==> config.mk <==
export PLATFORM = sky130hd
export DESIGN_NAME = olir_cell
export DESIGN_NICKNAME = d
export VERILOG_FILES = /design/src/hw/rtl/olir_pkg.sv /design/src/hw/rtl/olir_cell.sv
export SDC_FILE = /design/constraint.sdc
export NUM_CORES = 1
export LEC_CHECK = 0
export BUFFER_PORTS_ARGS = -buffer_cell sky130_fd_sc_hd__buf_2
export CORE_ASPECT_RATIO = 0.9
export CORE_UTILIZATION = 35
export DETAILED_ROUTE_END_ITERATION = 12
export HOLD_SLACK_MARGIN = 0.08
export PLACE_DENSITY = 0.79
export SLEW_MARGIN = 40
export SYNTH_ARGS = -nofsm -noshare
export SYNTH_HDL_FRONTEND = slang
export SYNTH_SLANG_ARGS = --single-unit
==> constraint.sdc <==
create_clock -name clk -period 7.05 [get_ports clk]
set_input_delay 0.705 -clock clk [delete_from_list [all_inputs] [get_ports clk]]
set_output_delay 0.705 -clock clk [all_outputs]
set_load 0.005 [all_outputs]
==> src/hw/rtl/olir_pkg.sv <==
// Shared types, codes and constants for the ordered list block.
package olir_pkg;

    // Default number of entries held by the list
    localparam int CAPACITY_DEF = 64;

    // Width of position/count compares; covers the largest supported capacity (1024)
    localparam int CMP_W = 11;

    // Number of cells whose read outputs are merged in one registered group
    localparam int GROUP = 8;

    // Request action codes
    localparam logic [2:0] ACT_APPEND = 3'd0;
    localparam logic [2:0] ACT_INSERT = 3'd1;
    localparam logic [2:0] ACT_REMOVE = 3'd2;
    localparam logic [2:0] ACT_READ   = 3'd3;
    localparam logic [2:0] ACT_WRITE  = 3'd4;

    // Result status codes
    typedef enum logic [1:0] {
        ST_OK    = 2'd0,
        ST_RANGE = 2'd1,
        ST_FULL  = 2'd2
    } status_t;

    // Update applied by every cell in the chain
    typedef enum logic [2:0] {
        CELL_HOLD,
        CELL_APPEND,
        CELL_INSERT,
        CELL_REMOVE,
        CELL_WRITE
    } cell_op_t;

    // Command broadcast to the cells
    typedef struct packed {
        cell_op_t           op;
        logic [CMP_W-1:0]   pos;
        logic [CMP_W-1:0]   count;
        logic signed [31:0] value;
    } cell_cmd_t;

    // Request word
    typedef struct packed {
        logic [2:0]         action;
        logic [6:0]         position;
        logic signed [31:0] value;
    } req_t;

    // Result word
    typedef struct packed {
        logic signed [31:0] read_data;
        logic [6:0]         count;
        logic [1:0]         status;
    } rsp_t;

endpackage

==> src/hw/rtl/olir_cell.sv <==
// One list entry: holds a word and takes its own, a neighbor's or a new value.
module olir_cell #(
    parameter int INDEX = 0
) (
    input  logic                    clk,
    input  olir_pkg::cell_cmd_t     cmd,
    input  logic signed [31:0]      left_data,
    input  logic signed [31:0]      right_data,
    output logic signed [31:0]      data,
    output logic signed [31:0]      read_data
);

    localparam logic [olir_pkg::CMP_W-1:0] IDX = olir_pkg::CMP_W'(INDEX);
    localparam logic [olir_pkg::CMP_W-1:0] ONE = olir_pkg::CMP_W'(1);

    logic signed [31:0] data_reg;
    logic signed [31:0] data_next;

    // Pick the next entry value from the broadcast command
    always_comb
    begin
        data_next = data_reg;
        case (cmd.op)
            olir_pkg::CELL_APPEND:
            begin
                if (IDX == cmd.count)
                    data_next = cmd.value;
            end
            olir_pkg::CELL_INSERT:
            begin
                if (IDX == cmd.pos)
                    data_next = cmd.value;
                else if (IDX > cmd.pos && IDX <= cmd.count)
                    data_next = left_data;
            end
            olir_pkg::CELL_REMOVE:
            begin
                if (IDX >= cmd.pos && IDX < cmd.count)
                begin
                    if (IDX + ONE == cmd.count)
                        data_next = '0;
                    else
                        data_next = right_data;
                end
            end
            olir_pkg::CELL_WRITE:
            begin
                if (IDX == cmd.pos)
                    data_next = cmd.value;
            end
            default:
            begin
                data_next = data_reg;
            end
        endcase
    end

    // Hold the entry; no reset, entries are written before they are read
    always_ff @(posedge clk)
    begin
        data_reg <= data_next;
    end

    assign data      = data_reg;
    // Drive the entry onto the read merge only when addressed
    assign read_data = (IDX == cmd.pos) ? data_reg : '0;

endmodule

# After elaboration in Yosys (flattened, before gate mapping)
# Cells that the tools add are included.
op_classes:
  n_lt_le_gt_ge: 4
  eq_ne: 9
  n_mux: 8
  n_reduce_logical: 6
op_table:
  columns: ["cell", "n"]
  rows:
  - ["32-bit 2-to-1 mux", 7]
  - ["32-bit one-hot mux with 4 select lines", 1]
  - ["11-bit logical NOT", 2]
  - ["1-bit by 11-bit == test with 1-bit output (first input constant)", 1]
  - ["1-bit by 11-bit >= comparator with 1-bit output (first input constant)", 1]
  - ["1-bit by 11-bit greater-than comparator with 1-bit output (first input constant)", 1]
  - ["1-bit by 11-bit <= comparator with 1-bit output (first input constant)", 1]
  - ["1-bit by 11-bit less-than comparator with 1-bit output (first input constant)", 1]
  - ["3-bit by 2-bit == test with 1-bit output (second input constant)", 2]
  - ["2-bit inequality test (second input constant)", 3]
  - ["5-bit AND reduction", 1]
  - ["4-bit nonzero test", 1]
  - ["3-bit by 1-bit == test with 1-bit output (second input constant)", 1]
  - ["3-bit == test (second input constant)", 1]
  - ["3-bit inequality test (second input constant)", 1]
  - ["1-bit logical AND", 2]
totals:
  register_bits: 32
  inputBits: 122
  word_cells: 28

# Longest topological paths before layout
logic_depth:
  depth_word: 5
  mapped_depth: 5
  depth_no_buf: 4

# Least setup slack after synthesis
# OpenSTA, ideal clock, no wires.
synth_path:
  kind: "input to register"
  start: "in cmd[49] in the netlist's numbering"
  end: "reg data_reg[0] (netlist: data[0]), enable pin"
  setup_time_ps: 431
  arrival_time_ps: 3005
  required_time_ps: 6619
  slack_ps: 3615
  cell_stages: 5
  cell_sequence: "nor4_2 -> and3_1 -> buf_2 -> nand2_1 -> o211ai_1"
synth_between:
  elab_chain_cells: 4
  elab_cells_between_ends: 9
synth_rtl:
  columns: ["item", "line", "text"]
  rows:
  - ["start: declaration", "olir_cell.sv:6", "input olir_pkg::cell_cmd_t cmd,"]
  - ["1-bit by 11-bit greater-than comparator with 1-bit output or 1-bit by 11-bit >= comparator with 1-bit output (tied branches)", "olir_cell.sv:33, olir_cell.sv:38", null]
  - ["1-bit logical AND (on tied branches)", "olir_cell.sv:33, olir_cell.sv:38", null]
  - ["3-bit inequality test (no line) or 2-bit inequality test (tied branches)", null, null]
  - ["5-bit AND reduction (no line) (*)", null, null]
  - ["end signal: assignment", "olir_cell.sv:61", "data_reg <= data_next;"]
  - ["end: declaration", "olir_cell.sv:16", "logic signed [31:0] data_reg;"]
# Every way passes the cells marked *; elsewhere a longest branch is shown, timed or not.
# A chain may end at the register's enable or synchronous reset.

# Final worst setup path
layout_path:
  start: "in cmd[49] in the netlist's numbering"
  end: "out read_data[10]"
layout_between:
  elab_chain_cells: 2
layout_rtl:
  columns: ["item", "line", "text"]
  rows:
  - ["11-bit logical NOT", "olir_cell.sv:66", "assign read_data = (IDX == cmd.pos) ? data_reg : '0;"]
  - ["32-bit 2-to-1 mux", "olir_cell.sv:66", null]
  - ["end: declaration", "olir_cell.sv:10", "output logic signed [31:0] read_data"]
# Every way passes these cells.

==> results_tabular.tex <==
\begin{tabular}{lr}
\hline
Metric & Value \\
\hline
\multicolumn{2}{l}{\textbf{Run status}} \\
\quad Outcome & completed \\
\multicolumn{2}{l}{\textbf{Timing}} \\
\quad Number of hold violations in the final report & 0 \\
\quad Fin crit share & 40.5\% \\
\quad Actual slew at the worst max-slew pin & 0.624 ns \\
\quad Number of max-slew violations in the final report & 0 \\
\quad RSZ-0062 raised after global routing & no \\
\quad Final critical path time including I/O delays and setup & 2.86 ns \\
\quad Setup-failing EPs final & 0 \\
\quad Max transition margin & 58.4\% \\
\quad Max Clock Freq & 350 MHz \\
\quad Final-layout setup total negative slack & 0 ns \\
\multicolumn{2}{l}{\textbf{Worst hold path}} \\
\quad Class of the tightest hold or removal check & in -> reg \\
\multicolumn{2}{l}{\textbf{Logic synthesis}} \\
\quad Total number of yosys warnings & 0 \\
\quad Per-instance average area after synthesis & 11.7 µm² \\
\quad Area fraction of the dominant cell type after synthesis & 51.1\% \\
\quad Post-synthesis cell type with the largest combined area & sky130\_fd\_sc\_hd\_\_edfxtp\_1 \\
\quad Proportion of synthesized chip area in sequential cells & 51.1\% \\
\quad Fraction of registers with async set or reset after synthesis & 0\% \\
\quad Primary flip-flop cell chosen by synthesis mapping & sky130\_fd\_sc\_hd\_\_edfxtp\_1 \\
\quad Combined area of all synthesized cells & 0.00188 mm² \\
\quad Main area contributors after synthesis & sky130\_fd\_sc\_hd\_\_edfxtp\_1, sky130\_fd\_sc\_hd\_\_a222oi\_1, sky130\_fd\_sc\_hd\_\_and2\_1, sky130\_fd\_sc\_hd\_\_inv\_1, sky130\_fd\_sc\_hd\_\_nor4\_4 \\
\quad Number of synthesized flops with an enable pin & 32 \\
\quad Flops \& latches, synth & 32 \\
\quad Library cells used by synthesis & 23 \\
\quad Post-Synthesis Cells & 160 \\
\quad Number of nets in the synthesized netlist & 282 \\
\multicolumn{2}{l}{\textbf{Worst setup path}} \\
\quad Max Fanout on Critical Path & 34 \\
\quad Kind of critical path & in -> out \\
\quad Crit path to & read\_data[10] \\
\quad Crit end category & output pin \\
\quad Worst Path Required & 6.34 ns \\
\quad Arrival time reported for the critical path endpoint & 2.15 ns \\
\quad Worst setup SP type & input pin \\
\quad Launch point of the worst path & cmd[49] \\
\multicolumn{2}{l}{\textbf{Final layout}} \\
\quad Most common library cell in the layout ignoring fill and taps & sky130\_fd\_sc\_hd\_\_buf\_2 \\
\quad Commonest non-fill, non-tap cells in the layout & sky130\_fd\_sc\_hd\_\_buf\_2, sky130\_fd\_sc\_hd\_\_inv\_1, sky130\_fd\_sc\_hd\_\_a222oi\_1, sky130\_fd\_sc\_hd\_\_and2\_1, sky130\_fd\_sc\_hd\_\_edfxtp\_1 \\
\quad Area used by multi-input combinational logic & 724 µm² \\
\quad Area growth from synthesis to layout & 57.2\% \\
\quad Layout cells sized above 1 & 59.5\% \\
\quad Total area of sequential cells & 961 µm² \\
\quad Count of antenna diodes in the layout & 0 \\
\quad Layout net count & 464 \\
\quad Number of inserted filler cells in the final layout & 448 \\
\quad Flip-flop count of the largest register after layout & 32 \\
\multicolumn{2}{l}{\textbf{Drt}} \\
\quad Total vias in the final route & 2,056 \\
\quad Average wire length per cell after detail routing & 14.0 µm \\
\quad Vias per Instance & 5.04 \\
\quad Number of detailed-route iterations in the first pass & 7 \\
\quad Antenna violation net count after detailed routing & 0 \\
\quad \# DRC & 0 \\
\quad Starting DRC count in detailed routing & 141 \\
\quad Routed wire length & 5710 µm \\
\multicolumn{2}{l}{\textbf{Pwr}} \\
\quad Overall power consumption & 0.451 mW \\
\quad Power per Cell Area & 153 mW/mm² \\
\quad Static leakage & 1.51 nW \\
\quad Maximum vdd drop & 0.000122 V \\
\multicolumn{2}{l}{\textbf{Floorplanning}} \\
\quad Floorplan die height & 71.5 µm \\
\quad Initial core utilization & 37.5\% \\
\quad Die area & 0.00567 mm² \\
\quad Row count & 24 \\
\quad X dimension of the die & 79.2 µm \\
\quad Core region area & 0.00501 mm² \\
\quad Number of top-level design ports & 186 \\
\multicolumn{2}{l}{\textbf{GRT}} \\
\quad Overall global routing resource usage & 20.2\% \\
\quad Number of global-route vias before repair & 1,876 \\
\quad Global-route wire length before repair & 8690 µm \\
\quad Initial antenna violation count & 0 \\
\quad Maximum number of pins on one net before global-route repair & 35 \\
\quad GR Overflow Total & 0 \\
\multicolumn{2}{l}{\textbf{Place}} \\
\quad Number of input and output port buffers inserted & 185 \\
\quad Gp weighted congestion & 0.807 \\
\quad HPWL after detailed placement & 4570 µm \\
\multicolumn{2}{l}{\textbf{Flow run}} \\
\quad Max-cap violations & 0 \\
\multicolumn{2}{l}{\textbf{Clocking}} \\
\quad H-Tree Level Count & 2 \\
\quad CTS clock-pin slew for the worst setup and hold paths & 0.06 ns \\
\quad Number of sinks handled by clock tree synthesis & 32 \\
\quad Clock tree from TritonCTS & built \\
\quad Clock root buffer & sky130\_fd\_sc\_hd\_\_clkbuf\_8 \\
\quad Num CTS Buffers & 5 \\
\quad Hold Buf Count CTS & 0 \\
\quad Maximum clock path buffer count & 2 \\
\quad Total setup buffers inserted after CTS & 0 \\
\quad Count of instances resized after the clock tree is built & 0 \\
\hline
\end{tabular}
-- metrics by stage --
stage | worst slack (ns) | util, % | instances | instance area [µm²] | hold WS, ns
finish | 4.19 | 58.9 | 408 | 2950 | 0.707
CTS | 3.88 | 58.9 | 408 | 2950 | 0.694
floorplan | 3.61 | - | 160 | 1880 | 0.895
global route | 4.06 | 58.9 | 408 | 2950 | 0.703
detailed placement | 3.85 | 56.7 | 400 | 2840 | 0.986
global placement | 3.94 | 56.4 | 399 | 2830 | 0.984
-- Yosys cell counts, types with 2 or more instances --
master / number
sky130_fd_sc_hd__nor4_4: 2
sky130_fd_sc_hd__clkbuf_2: 3
sky130_fd_sc_hd__buf_6: 3
sky130_fd_sc_hd__edfxtp_1: 32
sky130_fd_sc_hd__inv_1: 33
sky130_fd_sc_hd__buf_2: 7
sky130_fd_sc_hd__nor4_2: 2
sky130_fd_sc_hd__a222oi_1: 32
sky130_fd_sc_hd__and2_1: 32
-- layout make-up --
type                       count  share of cell area [%]
timing repair buffer         188                    32.2
multi-input combinational     82                    24.5
clock inverter                 3                    1.44
tap                           65                    2.75
inverter                      33                    4.19
clock buffer                   5                    2.33
sequential                    32                    32.5
-- critical path: stages --
cell and delay, ns:
sky130_fd_sc_hd__buf_2 0.10, sky130_fd_sc_hd__nor4_2 0.43, sky130_fd_sc_hd__and3_2 0.60, sky130_fd_sc_hd__and2_1 0.20, sky130_fd_sc_hd__buf_2 0.11
-- routing by layer --
layer / vias up / track usage, % / routed length (µm)
li1: 986 / - / -
met1: 934 / 22.3 / 2120
met2: 125 / 37.7 / 3010
met3: 11 / 4.84 / 467
met4: 0 / 7.07 / 114
met5: - / 0 / 0
-- how the worst min path moves through the flow --
stage | startpoint | slack (ns) | end | cells past startpoint
6_report | left_data[6] | 0.71 | data[6] | 3
5_1_grt | left_data[6] | 0.70 | data[6] | 3
4_1_cts | left_data[30] | 0.69 | data[30] | 3
3_5_place_dp | left_data[27] | 0.99 | data[27] | 3
3_3_place_gp | left_data[29] | 0.98 | data[29] | 3
2_1_floorplan | left_data[0] | 0.90 | data[0] | 2
-- logic make-up (layout without fill, tap and decap cells) --
logic type             after synthesis  after routing  synth area share [%]
AND/OR/NAND/NOR                     45             45                  17.1
AO/OA/AOI/OAI                       36             36                  20.2
XOR/XNOR                             1              1                 0.466
buffers and inverters               46            229                  11.1
flip-flops                          32             32                  51.1
-- power breakdown --
group          total, mW  switching (mW)  internal (mW)
Combinational     0.0693          0.0304         0.0389
Sequential         0.211       0.0000401          0.211
Clock              0.170          0.0655          0.104
Total              0.451          0.0960          0.355
No activity file was read; power rests on OpenSTA's default activity.
